## config.mk

```make
export PLATFORM = sky130hd
export DESIGN_NAME = ring_core_pairing_prune_top
export DESIGN_NICKNAME = d
export VERILOG_FILES = /design/src/rtl/core/rcpp_pkg.sv /design/src/rtl/core/rcpp_ram.sv /design/src/rtl/core/rcpp_mul.sv /design/src/rtl/core/ring_core_pairing_prune_top.sv
export SDC_FILE = /design/constraint.sdc
export NUM_CORES = 2
export LEC_CHECK = 0
export BUFFER_PORTS_ARGS = -buffer_cell sky130_fd_sc_hd__buf_2
export CAP_MARGIN = 0
export CELL_PAD_IN_SITES_DETAIL_PLACEMENT = 1
export CELL_PAD_IN_SITES_GLOBAL_PLACEMENT = 1
export CORE_UTILIZATION = 57
export CTS_BUF_LIST = sky130_fd_sc_hd__clkbuf_8
export DETAILED_ROUTE_END_ITERATION = 7
export PLACE_DENSITY = 0.83
export RECOVER_POWER = 100
export SYNTH_ARGS = -nofsm -noshare
export SYNTH_HDL_FRONTEND = slang
export SYNTH_SLANG_ARGS = --single-unit
```

## constraint.sdc

```tcl
create_clock -name clock -period 11.55 [get_ports clock]
set_clock_uncertainty 0.2 [all_clocks]
set_input_delay 2.31 -clock clock [delete_from_list [all_inputs] [get_ports clock]]
set_output_delay 2.31 -clock clock [all_outputs]
set_load 0.05 [all_outputs]
```

## src/rtl/core/rcpp_pkg.sv

```systemverilog
package rcpp_pkg;

   // request codes
   localparam logic [1:0] REQ_LOAD   = 2'd0;
   localparam logic [1:0] REQ_RING   = 2'd1;
   localparam logic [1:0] REQ_FINISH = 2'd2;

   // result kinds
   localparam logic [1:0] KIND_CODING = 2'd0;
   localparam logic [1:0] KIND_PAIR   = 2'd1;
   localparam logic [1:0] KIND_NONE   = 2'd2;

   // core link table codes (values below 256 are ring indexes)
   localparam logic [8:0] LINK_FREE    = 9'd256;
   localparam logic [8:0] LINK_INVALID = 9'd257;

   // ring link codes (values below 64 are core indexes)
   localparam logic [6:0] RLINK_FREE    = 7'd64;
   localparam logic [6:0] RLINK_INVALID = 7'd65;

   // distance test: 80 sixteenths is 5 px, 6400 is its square
   localparam logic [15:0] NEAR_LIMIT = 16'd80;
   localparam logic [13:0] D2_LIMIT   = 14'd6400;

   // shared multiplier
   localparam int MUL_W  = 11;
   localparam int PROD_W = 2 * MUL_W;

   typedef struct packed {
      logic [MUL_W-1:0] a;
      logic [MUL_W-1:0] b;
   } mul_req_type;

endpackage

```

## src/rtl/core/rcpp_ram.sv

```systemverilog
module rcpp_ram #(
   parameter int WIDTH = 32,
   parameter int DEPTH = 64
) (
   input  logic                                         clock,
   input  logic                                         wr_en,
   input  logic [((DEPTH > 1) ? $clog2(DEPTH) : 1)-1:0] wr_addr,
   input  logic [WIDTH-1:0]                             wr_data,
   input  logic [((DEPTH > 1) ? $clog2(DEPTH) : 1)-1:0] rd_addr,
   output logic [WIDTH-1:0]                             rd_data
);
   logic [WIDTH-1:0] mem_ff [DEPTH];
   logic [WIDTH-1:0] rd_data_ff;

   always_ff @(posedge clock) begin
      if (wr_en) begin
         mem_ff[wr_addr] <= wr_data;
      end
      rd_data_ff <= mem_ff[rd_addr];
   end

   assign rd_data = rd_data_ff;
endmodule

```

## src/rtl/core/rcpp_mul.sv

```systemverilog
module rcpp_mul
   import rcpp_pkg::*;
(
   input  logic              clock,
   input  mul_req_type       mul_req,
   output logic [PROD_W-1:0] product
);
   logic [PROD_W-1:0] product_ff;
   logic [PROD_W-1:0] product_in;

   assign product_in = PROD_W'(mul_req.a) * PROD_W'(mul_req.b);

   always_ff @(posedge clock) begin
      product_ff <= product_in;
   end

   assign product = product_ff;
endmodule

```

## src/rtl/core/ring_core_pairing_prune_top.sv

```systemverilog
// Channel  Dir  Ports                                           Handshake
// req      in   req_type req_pos_col req_pos_row req_ring_width  req_valid/req_ready
//               req_ring_height req_is_coding
// rsp      out  rsp_result_kind rsp_ring_index rsp_core_index    rsp_valid/rsp_ready
//               rsp_overflow rsp_last
//
// Core load: ST_IDLE. Coding ring: ST_CODE. Other ring, per core: ST_RRD, ST_RDX,
// ST_RSQX, ST_RSQY, ST_RDEC, using the shared multiplier and table read. Finish:
// ST_FRD, ST_FCHK per core, then ST_FEND. Coding ring and finish wait on rsp_ready.
// Synchronous active-high reset clears counts, flag and state; tables need no clear.
// req_ready is high only when the sequencer is idle; one rsp item is held in an
// output register, so a new item is accepted while it waits.
module ring_core_pairing_prune_top
   import rcpp_pkg::*;
#(
   parameter int MAX_CORES = 64,
   parameter int MAX_RINGS = 256
) (
   input  logic        clock,
   input  logic        reset,
   input  logic        req_valid,
   output logic        req_ready,
   input  logic [1:0]  req_type,
   input  logic [15:0] req_pos_col,
   input  logic [15:0] req_pos_row,
   input  logic [9:0]  req_ring_width,
   input  logic [9:0]  req_ring_height,
   input  logic        req_is_coding,
   output logic        rsp_valid,
   input  logic        rsp_ready,
   output logic [1:0]  rsp_result_kind,
   output logic [7:0]  rsp_ring_index,
   output logic [5:0]  rsp_core_index,
   output logic        rsp_overflow,
   output logic        rsp_last
);
   localparam int CIW = (MAX_CORES > 1) ? $clog2(MAX_CORES) : 1;
   localparam int CCW = $clog2(MAX_CORES + 1);
   localparam int RCW = $clog2(MAX_RINGS + 1);

   typedef enum logic [9:0] {
      ST_IDLE = 10'b0000000001,
      ST_CODE = 10'b0000000010,
      ST_RRD  = 10'b0000000100,
      ST_RDX  = 10'b0000001000,
      ST_RSQX = 10'b0000010000,
      ST_RSQY = 10'b0000100000,
      ST_RDEC = 10'b0001000000,
      ST_FRD  = 10'b0010000000,
      ST_FCHK = 10'b0100000000,
      ST_FEND = 10'b1000000000
   } state_type;

   state_type state_ff, state_in;

   logic [CCW-1:0] core_count_ff, core_count_in;
   logic [RCW-1:0] ring_count_ff, ring_count_in;
   logic           dropped_ff, dropped_in;
   logic [CCW-1:0] idx_ff, idx_in;
   logic [6:0]     link_ff, link_in;
   logic           connected_ff, connected_in;
   logic           have_pend_ff, have_pend_in;

   logic [15:0]    col_ff, row_ff;
   logic [10:0]    s_ff;
   logic [7:0]     ring_idx_ff;
   logic [PROD_W-1:0] s2_ff;
   logic [6:0]     dx_ff, dy_ff;
   logic           far_ff;
   logic [12:0]    acc_ff;
   logic [7:0]     pend_ring_ff;
   logic [5:0]     pend_core_ff;

   logic           rsp_valid_ff, rsp_valid_in;
   logic [1:0]     kind_ff, kind_in;
   logic [7:0]     oring_ff, oring_in;
   logic [5:0]     ocore_ff, ocore_in;
   logic           oflow_ff;
   logic           olast_ff, olast_in;
   logic           emit;

   logic           accept;
   logic           out_free;
   logic [CIW-1:0] rd_addr;
   logic [31:0]    pos_rd;
   logic [8:0]     link_rd;
   logic           pos_we;
   logic           link_we;
   logic [CIW-1:0] link_waddr;
   logic [8:0]     link_wdata;
   mul_req_type    mul_req;
   logic [PROD_W-1:0] product;

   logic [15:0]    ccol, crow, dx, dy;
   logic [13:0]    d2;
   logic [29:0]    lhs, rhs;
   logic           hit;
   logic           idx_last;
   logic [8:0]     ring_count_ext;

   assign req_ready = (state_ff == ST_IDLE);
   assign accept    = req_valid & req_ready;
   assign out_free  = ~rsp_valid_ff | rsp_ready;
   assign rd_addr   = idx_ff[CIW-1:0];
   assign idx_last  = ((idx_ff + 1'b1) == core_count_ff);
   assign ring_count_ext = 9'(ring_count_ff);

   rcpp_ram #(.WIDTH(32), .DEPTH(MAX_CORES)) u_pos_ram (
      .clock   (clock),
      .wr_en   (pos_we),
      .wr_addr (core_count_ff[CIW-1:0]),
      .wr_data ({req_pos_row, req_pos_col}),
      .rd_addr (rd_addr),
      .rd_data (pos_rd)
   );

   rcpp_ram #(.WIDTH(9), .DEPTH(MAX_CORES)) u_link_ram (
      .clock   (clock),
      .wr_en   (link_we),
      .wr_addr (link_waddr),
      .wr_data (link_wdata),
      .rd_addr (rd_addr),
      .rd_data (link_rd)
   );

   rcpp_mul u_mul (
      .clock   (clock),
      .mul_req (mul_req),
      .product (product)
   );

   // distance datapath
   assign ccol = pos_rd[15:0];
   assign crow = pos_rd[31:16];
   assign dx   = (ccol > col_ff) ? (ccol - col_ff) : (col_ff - ccol);
   assign dy   = (crow > row_ff) ? (crow - row_ff) : (row_ff - crow);
   assign d2   = 14'(acc_ff) + 14'(product[12:0]);
   assign lhs  = (30'(d2) << 4) + (30'(d2) << 3) + 30'(d2);
   assign rhs  = (30'(s2_ff) << 7) + (30'(s2_ff) << 4);
   assign hit  = ~far_ff && (d2 < D2_LIMIT) && (lhs < rhs);

   always_comb begin
      case (state_ff)
         ST_RSQX: mul_req = '{a: 11'(dx_ff), b: 11'(dx_ff)};
         ST_RSQY: mul_req = '{a: 11'(dy_ff), b: 11'(dy_ff)};
         default: mul_req = '{a: s_ff, b: s_ff};
      endcase
   end

   always_comb begin
      state_in      = state_ff;
      core_count_in = core_count_ff;
      ring_count_in = ring_count_ff;
      dropped_in    = dropped_ff;
      idx_in        = idx_ff;
      link_in       = link_ff;
      connected_in  = connected_ff;
      have_pend_in  = have_pend_ff;
      pos_we        = 1'b0;
      link_we       = 1'b0;
      link_waddr    = core_count_ff[CIW-1:0];
      link_wdata    = LINK_FREE;
      emit          = 1'b0;
      kind_in       = KIND_CODING;
      oring_in      = ring_idx_ff;
      ocore_in      = '0;
      olast_in      = 1'b1;

      case (state_ff)
         ST_IDLE: begin
            if (accept) begin
               case (req_type)
                  REQ_LOAD: begin
                     if (core_count_ff < CCW'(MAX_CORES)) begin
                        pos_we        = 1'b1;
                        link_we       = 1'b1;
                        core_count_in = core_count_ff + 1'b1;
                     end else begin
                        dropped_in = 1'b1;
                     end
                  end
                  REQ_RING: begin
                     if (32'(ring_count_ff) >= MAX_RINGS) begin
                        dropped_in = 1'b1;
                     end else begin
                        ring_count_in = ring_count_ff + 1'b1;
                        idx_in        = '0;
                        link_in       = RLINK_FREE;
                        connected_in  = 1'b0;
                        if (req_is_coding) begin
                           state_in = ST_CODE;
                        end else if (core_count_ff != '0) begin
                           state_in = ST_RRD;
                        end
                     end
                  end
                  REQ_FINISH: begin
                     idx_in       = '0;
                     have_pend_in = 1'b0;
                     state_in     = (core_count_ff != '0) ? ST_FRD : ST_FEND;
                  end
                  default: begin
                  end
               endcase
            end
         end
         ST_CODE: begin
            if (out_free) begin
               emit     = 1'b1;
               state_in = ST_IDLE;
            end
         end
         ST_RRD:  state_in = ST_RDX;
         ST_RDX:  state_in = ST_RSQX;
         ST_RSQX: state_in = ST_RSQY;
         ST_RSQY: state_in = ST_RDEC;
         ST_RDEC: begin
            if (hit) begin
               if (connected_ff) begin
                  if (link_ff < RLINK_FREE) begin
                     link_we    = 1'b1;
                     link_waddr = link_ff[CIW-1:0];
                     link_wdata = LINK_FREE;
                  end
                  link_in = RLINK_INVALID;
               end else begin
                  connected_in = 1'b1;
                  link_waddr   = rd_addr;
                  if (link_rd == LINK_FREE) begin
                     link_we    = 1'b1;
                     link_wdata = {1'b0, ring_idx_ff};
                     link_in    = 7'(idx_ff);
                  end else if (link_rd == LINK_INVALID) begin
                     link_in = RLINK_INVALID;
                  end else begin
                     link_we    = 1'b1;
                     link_wdata = LINK_INVALID;
                     link_in    = RLINK_INVALID;
                  end
               end
            end
            idx_in   = idx_ff + 1'b1;
            state_in = idx_last ? ST_IDLE : ST_RRD;
         end
         ST_FRD: state_in = ST_FCHK;
         ST_FCHK: begin
            if (!link_rd[8] && have_pend_ff && !out_free) begin
               state_in = ST_FCHK;
            end else begin
               if (!link_rd[8]) begin
                  if (have_pend_ff) begin
                     emit     = 1'b1;
                     kind_in  = KIND_PAIR;
                     oring_in = pend_ring_ff;
                     ocore_in = pend_core_ff;
                     olast_in = 1'b0;
                  end
                  have_pend_in = 1'b1;
               end
               idx_in   = idx_ff + 1'b1;
               state_in = idx_last ? ST_FEND : ST_FRD;
            end
         end
         ST_FEND: begin
            if (out_free) begin
               emit = 1'b1;
               if (have_pend_ff) begin
                  kind_in  = KIND_PAIR;
                  oring_in = pend_ring_ff;
                  ocore_in = pend_core_ff;
               end else begin
                  kind_in  = KIND_NONE;
                  oring_in = '0;
               end
               core_count_in = '0;
               ring_count_in = '0;
               dropped_in    = 1'b0;
               link_in       = RLINK_FREE;
               have_pend_in  = 1'b0;
               state_in      = ST_IDLE;
            end
         end
         default: state_in = ST_IDLE;
      endcase
   end

   assign rsp_valid_in = emit ? 1'b1 : (rsp_ready ? 1'b0 : rsp_valid_ff);

   always_ff @(posedge clock) begin
      if (reset) begin
         state_ff      <= ST_IDLE;
         core_count_ff <= '0;
         ring_count_ff <= '0;
         dropped_ff    <= 1'b0;
         idx_ff        <= '0;
         link_ff       <= RLINK_FREE;
         connected_ff  <= 1'b0;
         have_pend_ff  <= 1'b0;
         rsp_valid_ff  <= 1'b0;
      end else begin
         state_ff      <= state_in;
         core_count_ff <= core_count_in;
         ring_count_ff <= ring_count_in;
         dropped_ff    <= dropped_in;
         idx_ff        <= idx_in;
         link_ff       <= link_in;
         connected_ff  <= connected_in;
         have_pend_ff  <= have_pend_in;
         rsp_valid_ff  <= rsp_valid_in;
      end
   end

   always_ff @(posedge clock) begin
      if (accept) begin
         col_ff      <= req_pos_col;
         row_ff      <= req_pos_row;
         s_ff        <= 11'(req_ring_width) + 11'(req_ring_height);
         ring_idx_ff <= ring_count_ext[7:0];
      end
      if (state_ff == ST_RDX) begin
         s2_ff  <= product;
         dx_ff  <= dx[6:0];
         dy_ff  <= dy[6:0];
         far_ff <= (dx >= NEAR_LIMIT) || (dy >= NEAR_LIMIT);
      end
      if (state_ff == ST_RSQY) begin
         acc_ff <= product[12:0];
      end
      if (state_ff == ST_FCHK && !link_rd[8] && !(have_pend_ff && !out_free)) begin
         pend_ring_ff <= link_rd[7:0];
         pend_core_ff <= 6'(idx_ff);
      end
      if (emit) begin
         kind_ff  <= kind_in;
         oring_ff <= oring_in;
         ocore_ff <= ocore_in;
         oflow_ff <= dropped_ff;
         olast_ff <= olast_in;
      end
   end

   assign rsp_valid       = rsp_valid_ff;
   assign rsp_result_kind = kind_ff;
   assign rsp_ring_index  = oring_ff;
   assign rsp_core_index  = ocore_ff;
   assign rsp_overflow    = oflow_ff;
   assign rsp_last        = olast_ff;
endmodule

```

Word level (Yosys, flattened, before mapping)
Memories as Yosys holds them, arrays and structs flattened. A register that Yosys moved wholly into a read port is not among the register bits.
Cells that the tools add are included.
{ "op_classes": {"n_addsub": 12, "mul": 1, "order_cmp": 9, "n_eq_ne": 32, "muxes": 101, "bitwise_logic": 5, "reduce_logical": 29} }
{ "op_table": {"columns": ["cell", "n"], "rows": [
  ["7-bit two-way mux", 14],
  ["10-bit case mux with 9 select lines", 1],
  ["10-bit two-way mux", 8],
  ["9-bit two-way mux", 8],
  ["16-bit subtractor", 4],
  ["6-bit two-way mux", 8],
  ["22-bit case mux with 2 select lines", 1],
  ["7-bit case mux with 3 select lines", 2],
  ["8-bit two-way mux", 5],
  ["1-bit two-way mux", 36],
  ["16-bit by 7-bit greater-or-equal comparator with 1-bit output (second input constant)", 2],
  ["16-bit > comparator", 2],
  ["16-bit two-way mux", 2],
  ["29-bit by 26-bit adder with 30-bit output", 1],
  ["20-bit by 30-bit less-than comparator with 1-bit output", 1],
  ["7-bit case mux with 2 select lines", 2],
  ["5-bit AND reduction", 5],
  ["11-bit by 11-bit multiplier with 22-bit output", 1],
  ["19-bit by 14-bit adder with 20-bit output", 1],
  ["10-bit case mux with 2 select lines", 1],
  ["18-bit by 17-bit adder with 19-bit output", 1],
  ["9-bit equality test (second input constant)", 2],
  ["9-bit case mux with 2 select lines", 1],
  ["6-bit AND reduction", 3],
  ["44 further kinds", 77]
]} }
{ "word_totals": {"reg_bits": 199, "ramBits": 2624, "input_bits": 59, "output_inout_bits": 20, "word_cells": 217, "memories": 2} }
{ "memory_table": {"columns": ["memory", "depth", "word_bits", "rd", "rd_ports_with_merged_regs", "wr", "line", "text"], "rows": [
  ["u_pos_ram.mem_ff", 64, 32, 1, 1, 1, "rcpp_ram.sv:12", "logic [WIDTH-1:0] mem_ff [DEPTH];"],
  ["u_link_ram.mem_ff", 64, 9, 1, 1, 1, "rcpp_ram.sv:12", null]
]} }

Depth between registers and ports, before layout
{ "depth": {"word_depth": 9, "depth_mapped": 35, "ltp_nobuf": 34} }

By module
A second synthesis with hierarchy kept.
{ "unflattened": {"hier_cells": 6248, "area_unflattened_um2": 118625.0} }
{ "by_module_without_submodules": {"columns": ["mod", "instances", "cells_each", "area_each_um2", "seq_area_each_um2"], "rows": [
  ["rcpp_ram (u_pos_ram)", 1, 3324, 78515.3, 62139.6],
  ["rcpp_ram (u_link_ram)", 1, 1071, 22649.2, 17476.8],
  ["ring_core_pairing_prune_top", 1, 1348, 12928.6, 4874.7],
  ["rcpp_mul", 1, 505, 4531.8, 440.4]
]} }

Worst setup path before layout
No wires, ideal clock.
{ "synth_timing": {"kind": "register to register", "startpoint": "reg acc_ff[3]", "endpoint": "mem u_link_ram.mem_ff[0][0] (data pin)", "setup_time_ns": 0.680, "t_arrival_ns": 8.501, "required_ns": 10.670, "slack_ns": 2.169, "path_stages_with_launch": 31, "path_buffers": 0, "synth_period_minus_slack_ns": 9.381, "path_cell_list": "edfxtp_1 > ha_1 > a211oi_1 > nor2_1 > nor2_1 > inv_1 > fa_1 > inv_1 > ha_1 > a21o_1 > a21oi_1 > o21bai_1 > a21oi_1 > o21bai_1 > a21oi_1 > o21ai_0 > or4_1 > a31o_2 > a21oi_1 > xnor2_1 > ha_1 > or4_1 > a21oi_1 > o211ai_1 > a211o_1 > nand4b_1 > nor4_1 > nand4_1 > a2111o_1 > nand2_1 > nor3_1"} }
{ "synth_between": {"elab_chain_cells": 7, "elab_cells_between_ends": 9, "cone_classes": "add/sub (3); order compare (2); mux (2); reduce/logical (2)"} }
{ "synth_lines": {"columns": ["item", "line", "text"], "rows": [
  ["start: declaration", "ring_core_pairing_prune_top.sv:70", "logic [12:0] acc_ff;"],
  ["start signal: assignment", "ring_core_pairing_prune_top.sv:327", "acc_ff <= product[12:0];"],
  ["13-bit by 13-bit adder with 14-bit output (*)", "ring_core_pairing_prune_top.sv:137", "assign d2 = 14'(acc_ff) + 14'(product[12:0]);"],
  ["18-bit by 17-bit adder with 19-bit output", "ring_core_pairing_prune_top.sv:138", "assign lhs = (30'(d2) << 4) + (30'(d2) << 3) + 30'(d2);"],
  ["19-bit by 14-bit adder with 20-bit output", "ring_core_pairing_prune_top.sv:138", null],
  ["20-bit by 30-bit less-than comparator with 1-bit output", "ring_core_pairing_prune_top.sv:140", "assign hit = ~far_ff && (d2 < D2_LIMIT) && (lhs < rhs);"],
  ["1-bit logical AND (*)", "ring_core_pairing_prune_top.sv:140", null],
  ["9-bit two-way mux (*)", "ring_core_pairing_prune_top.sv:218", "if (hit) begin"],
  ["9-bit two-way mux (*)", "ring_core_pairing_prune_top.sv:169", "case (state_ff)"],
  ["via link_wdata[0]", "ring_core_pairing_prune_top.sv:90", "logic [8:0] link_wdata;"],
  ["end: declaration", "rcpp_ram.sv:12", null]
]} }
The timed path passes the listed nets; every way through them passes the cells marked *.

Worst setup path in the final report
{ "layout_timing": {"startpoint": "reg acc_ff[3]", "endpoint": "mem u_link_ram.mem_ff[196][4], in the netlist u_link_ram.mem_ff[49][4] (data pin)"} }
Same word-level chain as after synthesis.

==> impl_metrics.tcl <==
set metrics [dict create \
    cts.sinks 2861 \
    syn2layout_area_growth_pct 9.72 \
    finalWorstSetupSlack_ps 1210 \
    synth_top_area_share_pct 70.5 \
    cts_max_path_buffers 4 \
    max_stage_delay_ps 1280 \
    period_share_pct 89.5 \
    die_y_um 456 \
    worstSkewPairLatency_ps 1130 \
    ios 79 \
    yosysWarnings 0 \
    cts_setup_buffers 0 \
    tns_ps 0 \
    hp-class "register to register" \
    cts_tree "done" \
    violations "max-capacitance violations, max-slew violations" \
    grt_pass1_vias 66990 \
    cts_buffers 443 \
    reg2reg_to "u_link_ram.mem_ff[49][4]$_DFFE_PP_" \
    path_clk_slew_ps 60 \
    crit_top_cell "a21oi_1" \
    slew_headroom_pct -244 \
    critPathKind "register to register" \
    p_leak_nw 40.5 \
    grt_use_total_pct 33.4 \
    synth_area_leaders "edfxtp_1, mux4_2, ha_1, dfxtp_1, fa_1" \
    max_freq_mhz 96.7 \
    syn_area_per_cell_um2 20.6 \
    wirelength_um 345000 \
    htreeDepth 5 \
    grt_setup_unrepaired "false" \
    die_area_um2 208000 \
    grt_max_degree 105 \
    netlist_instances 5707 \
    cp_max_fo 40 \
    hold_viol 0 \
    yosysTopAreaCell "edfxtp_1" \
    finalCriticalPeriod_ps 10340 \
    ys_seq_elements 2861 \
    synth_enable_flop_cells 2755 \
    synth_cell_types 89 \
    drc 0 \
    slowest_stage "and2_0" \
    rrSetupSlack_ps 1210 \
    synth.net_count 6037 \
    die_w_um 456 \
    cts_resized 0 \
    drive_gt1_share_pct 23.9 \
    fin_nets 6439 \
    coreArea_um2 205000 \
    initial_utilization_pct 57.4 \
    rows 166 \
    report.final.slew_viol_count 5318 \
    crit_arrival_ps 10830 \
    antenna_found_initial 24 \
    critical_path.startpoint_type "register" \
    outcome "finished with violations" \
    wl_per_cell_um 37.7 \
    power_density_nw_per_um2 208 \
    crit_end "u_link_ram.mem_ff[49][4]$_DFFE_PP_" \
    reg2reg_from "acc_ff[3]$_DFFE_PN_" \
    gp_congestion 0.850 \
    syn_area_um2 117000 \
    io_buffers 78 \
    overflow 0 \
    synthArstFlopShare_pct 0 \
    cp.required_ps 12040 \
    dr.pass1.iters 7 \
    cts_root_buf "clkbuf_8" \
    ys_seq_area_share_pct 72.3 \
    num_vias 64008 \
    worst_slew_pin_slew_ps 5160 \
    fill_cells 16974 \
    peakVddDrop_mv 0.558 \
    drv_cap 138 \
    ys.flop_type "edfxtp_1" \
    dr.first_iter.drc_count 9075 \
    grt_first_pass_wirelength_um 492000 \
    place_hpwl_um 180000 \
    crit_path_start "acc_ff[3]$_DFFE_PN_" \
    viasPerCell 7.00 \
    ctsHoldBuffers 0 \
    drtAntennaViolNets 0 \
    setup.worst_path.end_class "register" \
    worstRegToRegCells 32 \
    setup_violations 0 \
    preCtsSetupSlack_ps 1800 \
]
==> flip-flops by register name (all words and copies together), names as in the netlist, 8 cells and up <==
name	count
state_ff	10
s_ff	11
rsp_ring_index	8
pend_ring_ff	8
s2_ff	21
acc_ff	12
u_mul.product	21
u_pos_ram.rd_data	32
col_ff	16
row_ff	16
u_pos_ram.mem_ff	2048
u_link_ram.mem_ff	576
ring_count_ext	9
ring_idx_ff	8
u_link_ram.rd_data	9
==> worst max-delay path: cells and delay by family (launching register included) <==
| family | cells | cell delay (ps) |
|---|---|---|
| buffers and inverters | 3 | 1180 |
| adders and majority gates | 4 | 1380 |
| and+or+nand+nor | 10 | 3730 |
| xor gates and xnor gates | 1 | 100 |
| AOI/OAI and AO/OA | 14 | 2860 |
| DFF | 1 | 380 |
==> cells in the mapped netlist (73+ instances only) <==
cell / count
nand2_1: 115
clkbuf_1: 166
dfxtp_1: 106
a21oi_1: 99
fa_1: 73
edfxtp_1: 2755
buf_1: 81
ha_1: 198
nor2_1: 278
mux4_2: 849
inv_1: 230
o21ai_0: 73
==> worst min path at each step <==
| stage | from | to | slack [ps] | depth (start not counted) |
|---|---|---|---|---|
| final | u_mul.product[15]$_DFF_P_ | s2_ff[15]$_DFFE_PP_ | 200 | 0 |
| after global routing | u_mul.product[15]$_DFF_P_ | s2_ff[15]$_DFFE_PP_ | 200 | 0 |
| after CTS | u_mul.product[15]$_DFF_P_ | s2_ff[15]$_DFFE_PP_ | 200 | 0 |
| after detailed placement | u_mul.product[13]$_DFF_P_ | s2_ff[13]$_DFFE_PP_ | 190 | 0 |
| after global placement | u_mul.product[14]$_DFF_P_ | s2_ff[14]$_DFFE_PP_ | 190 | 0 |
| after floorplan | u_mul.product[13]$_DFF_P_ | s2_ff[13]$_DFFE_PP_ | 190 | 0 |
==> cell families (layout without fill, tap and decap cells) <==
kind of cell / after synthesis / count (layout) / synth area share, %
fa+ha+maj: 271 / 271 / 3.36
simple gates: 670 / 670 / 2.77
mux: 896 / 896 / 16.7
compound gates: 422 / 422 / 2.52
buf+inv: 479 / 1215 / 1.53
flops: 2861 / 2861 / 72.3
other cells: 0 / 9 / 0
xor+xnor: 108 / 108 / 0.806
==> cells in the final DEF, fill, tap and decap left out, types with 26 or more instances in the layout <==
cell type	n
a21oi_1	99
xnor2_1	62
xor2_1	46
nand3_1	32
o21ai_0	78
nor2_1	257
clkinv_1	87
nand2_1	115
inv_1	384
mux2i_1	31
clkbuf_1	140
mux4_2	849
fa_1	73
nor3_1	41
a21o_1	36
edfxtp_1	2755
clkbuf_8	460
clkinv_2	60
nand2b_1	30
buf_4	26
dfxtp_1	103
ha_1	198
==> layout make-up <==
class	instances	area (um^2)	share of cell area, %
Sequential cell	2861	84900	65.9
Multi-Input combinational cell	2367	30800	23.9
Clock buffer	460	6330	4.92
Tap cell	2688	3360	2.61
Clock inverter	319	1560	1.21
Timing Repair Buffer	205	978	0.760
Inverter	231	867	0.673
Antenna cell	9	22.5	0.0175
==> through the flow <==
stage / total power, W / util, % / cells / hold slack (ps) / area (um^2)
global route: 0.0281 / 62.9 / 9136 / 205 / 129000
floorplan: 0.0171 / - / 5707 / 186 / 117000
detailed placement: 0.0189 / 59.5 / 8348 / 193 / 122000
global placement: 0.0186 / 59.5 / 8348 / 190 / 122000
finish: 0.0268 / 62.9 / 9140 / 201 / 129000
CTS: 0.0269 / 63.4 / 9127 / 198 / 130000
==> where the power goes <==
group | total (W) | switching [W] | internal, W | leakage [nW]
Sequential | 0.0117 | 0.000127 | 0.0116 | 25.2
Combinational | 0.00701 | 0.00402 | 0.00299 | 10.6
Clock | 0.00804 | 0.00417 | 0.00388 | 4.66
Total | 0.0268 | 0.00831 | 0.0185 | 40.5
==> metal layers <==
layer / global-route usage (%) / vias up / share of wire, % / routed length [um]
met2: 54.4 / 5256 / 49 / 170000
met1: 43.7 / 33416 / 35 / 120000
met5: 0 / - / 0.053 / 183
li1: - / 24266 / - / -
met3: 7.46 / 1050 / 11 / 38400
met4: 14.6 / 20 / 4.9 / 16800
Power figures use the tool's default switching activity.
